==> src/rtl/odtd_pkg.sv <==
`timescale 1ns / 1ps
package odtd_pkg;

   localparam int TAG_BITS     = 32;
   localparam int WID_BITS     = 4;
   localparam int MODE_BITS    = 2;
   localparam int KIND_BITS    = 2;
   localparam int CSR_BITS     = 5;
   localparam int ACTIVE_RESET = 16;

   typedef enum logic [MODE_BITS-1:0] {
      MODE_TASK = 2'd0,
      MODE_DONE = 2'd1,
      MODE_END  = 2'd2,
      MODE_NONE = 2'd3
   } mode_type;

   typedef enum logic [KIND_BITS-1:0] {
      KIND_DISPATCH = 2'd0,
      KIND_END      = 2'd1,
      KIND_DROP     = 2'd2,
      KIND_ERROR    = 2'd3
   } kind_type;

   // controller -> datapath
   typedef struct packed {
      logic latch;     // capture the incoming transaction
      logic exec;      // commit state update, load result, push or start pop read
      logic load_pop;  // backlog read data is ready for the result tag
   } cmd_type;

   // datapath -> controller
   typedef struct packed {
      logic has_result;
      logic is_pop;
   } status_type;

endpackage

==> src/rtl/on_demand_task_dispatcher_core.sv <==
`timescale 1ns / 1ps
// On-demand round-robin task dispatcher.
// Request channel (req_valid / req_stall): one transaction per event --
//   req_mode 0 new task with req_task_tag, 1 worker req_worker_id finished,
//   2 end of stream from the source, 3 ignored.
// Response channel (rsp_valid / rsp_stall): at most one transaction per
//   request -- rsp_kind 0 dispatch to rsp_target_worker, 1 broadcast end,
//   2 backlog full and task dropped, 3 worker reported done while ready.
// csr_wr_en / csr_wr_data set the number of active workers (0 read as 1,
//   above MAX_WORKERS read as MAX_WORKERS) and re-arm all of them as ready.
// Timing: a request is taken in the idle cycle, evaluated in the next, and
//   its response is on the port in the cycle after that; a finishing worker
//   that pulls a tag off the backlog goes through a pop state before its response,
//   as the backlog memory read is registered.
// A new request is taken while the previous response still waits; the
//   evaluate step holds while the response register is full and stalled.
// Reset (synchronous, high): all active workers (16) ready, pointer so that
//   the first search starts at worker 0, backlog empty, end not seen.
//   Backlog contents are not cleared; the fill count alone tracks them.
module on_demand_task_dispatcher_core import odtd_pkg::*; #(
   parameter int MAX_WORKERS   = 16,
   parameter int BACKLOG_DEPTH = 64,
   parameter int TAG_WIDTH     = 32
) (
   input  logic                 clock,
   input  logic                 reset,
   input  logic                 csr_wr_en,
   input  logic [CSR_BITS-1:0]  csr_wr_data,
   input  logic                 req_valid,
   output logic                 req_stall,
   input  logic [MODE_BITS-1:0] req_mode,
   input  logic [WID_BITS-1:0]  req_worker_id,
   input  logic [TAG_BITS-1:0]  req_task_tag,
   output logic                 rsp_valid,
   input  logic                 rsp_stall,
   output logic [KIND_BITS-1:0] rsp_kind,
   output logic [WID_BITS-1:0]  rsp_target_worker,
   output logic [TAG_BITS-1:0]  rsp_out_tag
);

   cmd_type    cmd;
   status_type status;

   // sequencing: accept, evaluate, optional backlog read, response hand-off
   odtd_ctrl u_ctrl (
      .clock     (clock),
      .reset     (reset),
      .req_valid (req_valid),
      .rsp_stall (rsp_stall),
      .status    (status),
      .req_stall (req_stall),
      .rsp_valid (rsp_valid),
      .cmd       (cmd)
   );

   // worker flags, round-robin search, backlog stack and response register
   odtd_datapath #(
      .MAX_WORKERS   (MAX_WORKERS),
      .BACKLOG_DEPTH (BACKLOG_DEPTH),
      .TAG_WIDTH     (TAG_WIDTH)
   ) u_datapath (
      .clock             (clock),
      .reset             (reset),
      .csr_wr_en         (csr_wr_en),
      .csr_wr_data       (csr_wr_data),
      .req_mode          (req_mode),
      .req_worker_id     (req_worker_id),
      .req_task_tag      (req_task_tag),
      .cmd               (cmd),
      .status            (status),
      .rsp_kind          (rsp_kind),
      .rsp_target_worker (rsp_target_worker),
      .rsp_out_tag       (rsp_out_tag)
   );

`ifndef SYNTH
   // one request in flight: stall goes up right after a transaction is taken
   a_one_in_flight: assert property (@(posedge clock) disable iff (reset)
      (req_valid && !req_stall) |=> req_stall)
      else $error("request taken while another is in flight");

   // a result is never committed over an undelivered response
   a_no_overwrite: assert property (@(posedge clock) disable iff (reset)
      (cmd.exec && status.has_result) |-> (!rsp_valid || !rsp_stall))
      else $error("response register overwritten");

   // a backlog pop is followed by the tag load and then a valid response
   a_pop_follows: assert property (@(posedge clock) disable iff (reset)
      (cmd.exec && status.is_pop) |=> (cmd.load_pop ##1 rsp_valid))
      else $error("backlog pop not completed");
`endif

endmodule

==> src/rtl/odtd_datapath.sv <==
`timescale 1ns / 1ps
module odtd_datapath import odtd_pkg::*; #(
   parameter int MAX_WORKERS   = 16,
   parameter int BACKLOG_DEPTH = 64,
   parameter int TAG_WIDTH     = 32
) (
   input  logic                 clock,
   input  logic                 reset,
   input  logic                 csr_wr_en,
   input  logic [CSR_BITS-1:0]  csr_wr_data,
   input  logic [MODE_BITS-1:0] req_mode,
   input  logic [WID_BITS-1:0]  req_worker_id,
   input  logic [TAG_BITS-1:0]  req_task_tag,
   input  cmd_type              cmd,
   output status_type           status,
   output logic [KIND_BITS-1:0] rsp_kind,
   output logic [WID_BITS-1:0]  rsp_target_worker,
   output logic [TAG_BITS-1:0]  rsp_out_tag
);

   localparam int WID_W  = (MAX_WORKERS > 1) ? $clog2(MAX_WORKERS) : 1;
   localparam int CNT_W  = $clog2(MAX_WORKERS + 1);
   localparam int ADDR_W = (BACKLOG_DEPTH > 1) ? $clog2(BACKLOG_DEPTH) : 1;
   localparam int BCNT_W = $clog2(BACKLOG_DEPTH + 1);
   localparam int KEEP_W = (TAG_WIDTH < TAG_BITS) ? TAG_WIDTH : TAG_BITS;
   localparam int RST_N  = (MAX_WORKERS < ACTIVE_RESET) ? MAX_WORKERS : ACTIVE_RESET;

   function automatic logic [MAX_WORKERS-1:0] low_mask(input logic [CNT_W-1:0] n);
      logic [MAX_WORKERS-1:0] m;
      for (int i = 0; i < MAX_WORKERS; i++) begin
         m[i] = (i < int'(n));
      end
      return m;
   endfunction

   // worker state
   logic [CNT_W-1:0]       n_ff, n_in;
   logic [MAX_WORKERS-1:0] ready_ff, ready_in;
   logic [WID_W-1:0]       last_ff, last_in;
   logic [CNT_W-1:0]       rcount_ff, rcount_in;
   logic                   end_seen_ff, end_seen_in;
   logic [BCNT_W-1:0]      bcount_ff, bcount_in;

   // captured transaction
   mode_type               mode_ff;
   logic [WID_BITS-1:0]    wid_ff;
   logic [KEEP_W-1:0]      tag_ff;

   // backlog store
   logic [KEEP_W-1:0]      backlog_ff [BACKLOG_DEPTH];
   logic [KEEP_W-1:0]      rd_tag_ff;
   logic [BCNT_W-1:0]      pop_cnt;

   // result register
   kind_type               kind_ff;
   logic [WID_BITS-1:0]    worker_ff;
   logic [TAG_BITS-1:0]    out_tag_ff;

   logic [CNT_W-1:0]       csr_n;
   logic [MAX_WORKERS-1:0] upper, sel_hot, wid_hot;
   logic [WID_W-1:0]       sel_idx;
   logic                   any_ready, wid_ok, wid_ready;

   logic [MAX_WORKERS-1:0] dec_ready;
   logic [WID_W-1:0]       dec_last;
   logic [CNT_W-1:0]       dec_rcount;
   logic                   dec_end_seen;
   logic [BCNT_W-1:0]      dec_bcount;
   logic                   push, has_result, is_pop;
   kind_type               res_kind;
   logic [WID_BITS-1:0]    res_worker;
   logic [KEEP_W-1:0]      res_tag;
   logic [TAG_BITS-1:0]    res_tag_wide, pop_tag_wide;

   // clamp written worker count to 1..MAX_WORKERS
   always_comb begin
      if (csr_wr_data == '0) begin
         csr_n = CNT_W'(1);
      end else if (int'(csr_wr_data) > MAX_WORKERS) begin
         csr_n = CNT_W'(MAX_WORKERS);
      end else begin
         csr_n = CNT_W'(csr_wr_data);
      end
   end

   // rotating priority encoder: first ready above last served, else lowest ready
   always_comb begin
      sel_idx = '0;
      for (int i = 0; i < MAX_WORKERS; i++) begin
         upper[i] = ready_ff[i] && (i > int'(last_ff));
      end
      for (int i = MAX_WORKERS - 1; i >= 0; i--) begin
         if (ready_ff[i]) begin
            sel_idx = WID_W'(i);
         end
      end
      for (int i = MAX_WORKERS - 1; i >= 0; i--) begin
         if (upper[i]) begin
            sel_idx = WID_W'(i);
         end
      end
      any_ready = |ready_ff;
      for (int i = 0; i < MAX_WORKERS; i++) begin
         sel_hot[i] = (i == int'(sel_idx));
         wid_hot[i] = (i == int'(wid_ff));
      end
      wid_ok    = int'(wid_ff) < int'(n_ff);
      wid_ready = |(ready_ff & wid_hot);
   end

   always_comb begin
      dec_ready    = ready_ff;
      dec_last     = last_ff;
      dec_rcount   = rcount_ff;
      dec_end_seen = end_seen_ff;
      dec_bcount   = bcount_ff;
      push         = 1'b0;
      has_result   = 1'b0;
      is_pop       = 1'b0;
      res_kind     = KIND_DISPATCH;
      res_worker   = '0;
      res_tag      = '0;
      unique case (mode_ff)
         MODE_TASK: begin
            if (any_ready) begin
               dec_ready  = ready_ff & ~sel_hot;
               dec_last   = sel_idx;
               dec_rcount = rcount_ff - 1'b1;
               has_result = 1'b1;
               res_worker = WID_BITS'(sel_idx);
               res_tag    = tag_ff;
            end else if (int'(bcount_ff) < BACKLOG_DEPTH) begin
               push       = 1'b1;
               dec_bcount = bcount_ff + 1'b1;
            end else begin
               has_result = 1'b1;
               res_kind   = KIND_DROP;
               res_tag    = tag_ff;
            end
         end
         MODE_DONE: begin
            if (!wid_ok) begin
               has_result = 1'b0;
            end else if (wid_ready) begin
               has_result = 1'b1;
               res_kind   = KIND_ERROR;
               res_worker = wid_ff;
            end else if (bcount_ff != '0) begin
               dec_bcount = bcount_ff - 1'b1;
               has_result = 1'b1;
               is_pop     = 1'b1;
               res_worker = wid_ff;
            end else begin
               dec_ready  = ready_ff | wid_hot;
               dec_rcount = rcount_ff + 1'b1;
               if (end_seen_ff && (dec_rcount == n_ff)) begin
                  has_result = 1'b1;
                  res_kind   = KIND_END;
               end
            end
         end
         MODE_END: begin
            dec_end_seen = 1'b1;
            if ((rcount_ff == n_ff) && (bcount_ff == '0)) begin
               has_result = 1'b1;
               res_kind   = KIND_END;
            end
         end
         MODE_NONE: begin
            has_result = 1'b0;
         end
         default: begin
            has_result = 1'b0;
         end
      endcase
   end

   always_comb begin
      if (csr_wr_en) begin
         n_in      = csr_n;
         ready_in  = low_mask(csr_n);
         last_in   = WID_W'(csr_n - 1'b1);
         rcount_in = csr_n;
      end else if (cmd.exec) begin
         n_in      = n_ff;
         ready_in  = dec_ready;
         last_in   = dec_last;
         rcount_in = dec_rcount;
      end else begin
         n_in      = n_ff;
         ready_in  = ready_ff;
         last_in   = last_ff;
         rcount_in = rcount_ff;
      end
      end_seen_in = cmd.exec ? dec_end_seen : end_seen_ff;
      bcount_in   = cmd.exec ? dec_bcount : bcount_ff;
      pop_cnt     = bcount_ff - 1'b1;
      res_tag_wide = '0;
      res_tag_wide[KEEP_W-1:0] = res_tag;
      pop_tag_wide = '0;
      pop_tag_wide[KEEP_W-1:0] = rd_tag_ff;
   end

   always_ff @(posedge clock) begin
      if (reset) begin
         n_ff        <= CNT_W'(RST_N);
         ready_ff    <= low_mask(CNT_W'(RST_N));
         last_ff     <= WID_W'(RST_N - 1);
         rcount_ff   <= CNT_W'(RST_N);
         end_seen_ff <= 1'b0;
         bcount_ff   <= '0;
      end else begin
         n_ff        <= n_in;
         ready_ff    <= ready_in;
         last_ff     <= last_in;
         rcount_ff   <= rcount_in;
         end_seen_ff <= end_seen_in;
         bcount_ff   <= bcount_in;
      end
   end

   always_ff @(posedge clock) begin
      if (cmd.latch) begin
         mode_ff <= mode_type'(req_mode);
         wid_ff  <= req_worker_id;
         tag_ff  <= req_task_tag[KEEP_W-1:0];
      end
   end

   always_ff @(posedge clock) begin
      if (cmd.exec && push) begin
         backlog_ff[bcount_ff[ADDR_W-1:0]] <= tag_ff;
      end
      if (cmd.exec && is_pop) begin
         rd_tag_ff <= backlog_ff[pop_cnt[ADDR_W-1:0]];
      end
   end

   always_ff @(posedge clock) begin
      if (cmd.exec && has_result) begin
         kind_ff    <= res_kind;
         worker_ff  <= res_worker;
         out_tag_ff <= res_tag_wide;
      end else if (cmd.load_pop) begin
         out_tag_ff <= pop_tag_wide;
      end
   end

   assign status.has_result = has_result;
   assign status.is_pop     = is_pop;
   assign rsp_kind          = kind_ff;
   assign rsp_target_worker = worker_ff;
   assign rsp_out_tag       = out_tag_ff;

endmodule

==> src/rtl/odtd_ctrl.sv <==
`timescale 1ns / 1ps
module odtd_ctrl import odtd_pkg::*; (
   input  logic       clock,
   input  logic       reset,
   input  logic       req_valid,
   input  logic       rsp_stall,
   input  status_type status,
   output logic       req_stall,
   output logic       rsp_valid,
   output cmd_type    cmd
);

   typedef enum logic [2:0] {
      S_IDLE = 3'b001,
      S_EVAL = 3'b010,
      S_POP  = 3'b100
   } state_type;

   state_type state_ff, state_in;
   logic      rsp_valid_ff, rsp_valid_in;
   logic      out_free;

   // result register is free, or is being emptied at this edge
   assign out_free = !rsp_valid_ff || !rsp_stall;

   always_comb begin
      state_in     = state_ff;
      cmd.latch    = 1'b0;
      cmd.exec     = 1'b0;
      cmd.load_pop = 1'b0;
      unique case (state_ff)
         S_IDLE: begin
            cmd.latch = req_valid;
            if (req_valid) begin
               state_in = S_EVAL;
            end
         end
         S_EVAL: begin
            cmd.exec = out_free;
            if (out_free) begin
               state_in = status.is_pop ? S_POP : S_IDLE;
            end
         end
         S_POP: begin
            cmd.load_pop = 1'b1;
            state_in     = S_IDLE;
         end
         default: begin
            state_in = S_IDLE;
         end
      endcase
   end

   always_comb begin
      priority if ((cmd.exec && status.has_result && !status.is_pop) || cmd.load_pop) begin
         rsp_valid_in = 1'b1;
      end else if (!rsp_stall) begin
         rsp_valid_in = 1'b0;
      end else begin
         rsp_valid_in = rsp_valid_ff;
      end
   end

   always_ff @(posedge clock) begin
      if (reset) begin
         state_ff     <= S_IDLE;
         rsp_valid_ff <= 1'b0;
      end else begin
         state_ff     <= state_in;
         rsp_valid_ff <= rsp_valid_in;
      end
   end

   assign req_stall = (state_ff != S_IDLE);
   assign rsp_valid = rsp_valid_ff;

endmodule

==> config.mk <==
export PLATFORM = sky130hd
export DESIGN_NAME = on_demand_task_dispatcher_core
export DESIGN_NICKNAME = d
export VERILOG_FILES = /design/src/rtl/odtd_pkg.sv /design/src/rtl/on_demand_task_dispatcher_core.sv /design/src/rtl/odtd_datapath.sv /design/src/rtl/odtd_ctrl.sv
export SDC_FILE = /design/constraint.sdc
export NUM_CORES = 2
export LEC_CHECK = 0
export BUFFER_PORTS_ARGS = -buffer_cell sky130_fd_sc_hd__buf_2
export CORE_MARGIN = 3
export CORE_UTILIZATION = 57
export CTS_CLUSTER_DIAMETER = 60
export CTS_CLUSTER_SIZE = 24
export DETAILED_ROUTE_END_ITERATION = 10
export PLACE_DENSITY_LB_ADDON = 0.05
export SLEW_MARGIN = 20
export SYNTH_ARGS = -nofsm -noshare
export SYNTH_HDL_FRONTEND = slang
export SYNTH_HIERARCHICAL = 1
export SYNTH_SLANG_ARGS = --single-unit
==> constraint.sdc <==
create_clock -name clock -period 4.02 [get_ports clock]
set_input_delay 0.603 -clock clock [delete_from_list [all_inputs] [get_ports clock]]
set_output_delay 0.603 -clock clock [all_outputs]
set_load 0.01 [all_outputs]
==> impl_metrics.env <==
export IMPL_clk_pin_slew_worst_paths_ps=80
export IMPL_irDropWorstVdd_mv=0.546
export IMPL_seq_area_frac_synth_pct=77.2
export IMPL_crit_slowest_cell="mux4_2"
export IMPL_drv_cap=0
export IMPL_critPathTopFamily="multiplexers"
export IMPL_top_layer_used="met4"
export IMPL_via_per_inst=6.67
export IMPL_yosysUniqueCellTypes=90
export IMPL_syn_area_sq_um=85000
export IMPL_die_y_um=392
export IMPL_cts_buffers=141
export IMPL_drive_above_1_share_pct=33.0
export IMPL_fin_ws_ps=594
export IMPL_slew_headroom_pct=24.6
export IMPL_gp_congestion=0.896
export IMPL_cp_common_cell="mux4_2"
export IMPL_ys_async_sr_fraction_pct=0
export IMPL_synth_ff_type="edfxtp_1"
export IMPL_finalMaxSlewViolations=0
export IMPL_criticalPathCategory="reg2reg"
export IMPL_critPathBufInv=2
export IMPL_tightest_slew_ps=1130
export IMPL_first_global_vias=40500
export IMPL_syn_nets=3682
export IMPL_hpwl_um=123000
export IMPL_setup_viol=0
export IMPL_dieArea_sq_um=154000
export IMPL_worstPathArrival_ps=3910
export IMPL_grt_pass1_wl_um=297000
export IMPL_clockBufferDepth=3
export IMPL_rrSetupSlack_ps=590
export IMPL_ctsRootBufferMaster="clkbuf_16"
export IMPL_powerDensity_nw_per_um2=439
export IMPL_finClkSkew_ps=30.8
export IMPL_crit_required_ps=4510
export IMPL_nNetsFinal=3980
export IMPL_outcome="completed"
export IMPL_first_pass_iters=5
export IMPL_routed_wl_um=207000
export IMPL_cts_htree_levels=4
export IMPL_synth_seq_cells=2198
export IMPL_setup_tns_ps=0
export IMPL_core_area_sq_um=148000
export IMPL_grt_max_degree=96
export IMPL_clock_fmax_mhz=292
export IMPL_avgSynthCellArea_sq_um=23.4
export IMPL_clock_sinks=2198
export IMPL_synth_edff_count=2156
export IMPL_dr_wl_met2_um=103000
export IMPL_grt_use_total_pct=27.6
export IMPL_cpPeakStageDelay_ps=600
export IMPL_p_leak_nw=28.6
export IMPL_drc=0
export IMPL_yosys_top_cells_count="2156 x edfxtp_1, 672 x mux4_2, 139 x clkbuf_1"
export IMPL_hold_violations=0
export IMPL_wl_per_cell_um=34.6
export IMPL_io_pins=88
export IMPL_clock_latency_ps=790
export IMPL_total_power_mw=42.0
export IMPL_antenna_found_initial=9
export IMPL_finalCriticalPeriod_ps=3430
export IMPL_vias=39800
export IMPL_crit_path_end_kind="register"
export IMPL_synth_area_leader_cell="edfxtp_1"
export IMPL_synth_most_common_cell="edfxtp_1"
export IMPL_port_buffers=87
export IMPL_rsz0062_at_grt="no"
export IMPL_die_w_um=392
export IMPL_place_ws_ps=619
export IMPL_post_cts_resized=0
export IMPL_crit_fanout=70
export IMPL_n_fill_cell=9539
export IMPL_grt_ovfl_total=0
export IMPL_critical_path_cell_chain="buf_12, buf_12, mux4_2, mux4_2, mux4_2"
export IMPL_rows=141
export IMPL_drt_iter0_markers=4883
export IMPL_cts_tree="done"
export IMPL_syn_instance_count=3625
export IMPL_yosys_area_top_type_share_pct=76.2
export IMPL_postCtsSetupBuffers=0
export IMPL_finalCritPeriodShare_pct=85.2
export IMPL_wl_met1_um=83600
export IMPL_hold_path_class="in2reg"
export IMPL_cp_start_kind="register"
export IMPL_start_util_pct=57.5
export IMPL_fin_util_pct=64.8
export IMPL_area_growth_synth_to_final_pct=12.7
export IMPL_yosysWarnings=6
export IMPL_wl_met3_um=16600
export IMPL_cts_hold_buf=31
export IMPL_ant_nets=0
export IMPL_ys_top_cells_by_area="edfxtp_1 76%, mux4_2 18%, dfxtp_1 0.99%, clkbuf_1 0.61%, nor2_1 0.53%"
## layout make-up
class	instances	area (sq um)	share of cell area (%)
Sequential cell	2198	65600	68.5
Multi-Input combinational cell	1199	19000	19.8
Clock buffer	155	3730	3.89
Timing Repair Buffer	356	3680	3.84
Tap cell	1930	2410	2.52
Clock inverter	102	1260	1.31
Inverter	27	101	0.106
Antenna cell	6	15.0	0.0157
## registers in the layout, summed over array words and instances (netlist names)
signal / flops
u_datapath/bcount_ff: 7
u_datapath/rsp_target_worker: 4
u_ctrl/state_ff: 3
u_datapath/mode_ff: 2
u_datapath/wid_ff: 4
u_datapath/ready_ff: 16
u_ctrl/rsp_valid: 1
u_datapath/rsp_out_tag: 32
u_datapath/pop_tag_wide: 32
u_datapath/end_seen_ff: 1
u_datapath/rcount_ff: 5
u_datapath/n_ff: 5
u_datapath/tag_ff: 32
u_datapath/last_ff: 4
u_datapath/backlog_ff: 2048
u_datapath/rsp_kind: 2
## worst reg2reg max path: stages (launching register included)
cell	delay (ps)
dfxtp_4	450
buf_12	350
buf_12	640
mux4_2	620
mux4_2	520
mux4_2	550
## power by group
part | switching, mW | total (mW) | internal [mW]
Combinational | 0.604 | 0.830 | 0.225
Clock | 7.90 | 15.8 | 7.94
Sequential | 0.134 | 25.3 | 25.2
## placed cells by master, fill, tap and decap left out, types with 24 or more instances in the layout
master / instances
edfxtp_1: 2156
mux4_2: 672
clkbuf_16: 148
buf_4: 145
buf_2: 87
buf_12: 87
nor2_4: 63
nor2_1: 56
nand2_1: 44
dfxtp_1: 41
a21oi_1: 36
a22o_1: 33
dlygate4sd3_1: 31
inv_1: 24
## per-layer routing
metal  GRT usage, %  vias up
li1               -    16200
met1           41.0    21600
met2           44.4     1728
met3           4.53      263
met4           5.94        0
met5              0        -
## cell families (layout without fill, tap and decap cells)
logic type	count (synthesis)	count (layout)	synth area share (%)
AOI/OAI and AO/OA	195	195	1.71
xor gates and xnor gates	23	23	0.237
and+or+nand+nor	290	290	1.72
other	0	6	0
muxes	682	682	17.9
adders and majority gates	9	9	0.133
DFF	2198	2198	77.2
buffers and inverters	228	640	1.09
## final timing paths
path,from,to,depth (start not counted)
worst max-delay path,u_datapath/bcount_ff[0]$_SDFFE_PP0P_,u_datapath/pop_tag_wide[25]$_DFFE_PP_,5
worst min register to register,u_datapath/end_seen_ff$_SDFFE_PP0P_,u_datapath/end_seen_ff$_SDFFE_PP0P_,2
worst max register to register,u_datapath/bcount_ff[0]$_SDFFE_PP0P_,u_datapath/pop_tag_wide[25]$_DFFE_PP_,5
worst min-delay path,req_task_tag[31],u_datapath/tag_ff[31]$_DFFE_PP_,1
## per-stage QoR
step / instance area [sq um] / hold slack [ps] / cells
finish: 95800 / 41.7 / 5973
global route: 95800 / 1.98 / 5970
CTS: 95700 / 6.42 / 5962
detailed placement: 90400 / 482 / 5674
global placement: 90400 / 469 / 5673
floorplan: 85000 / 436 / 3625
Power figures use the tool's default switching activity.
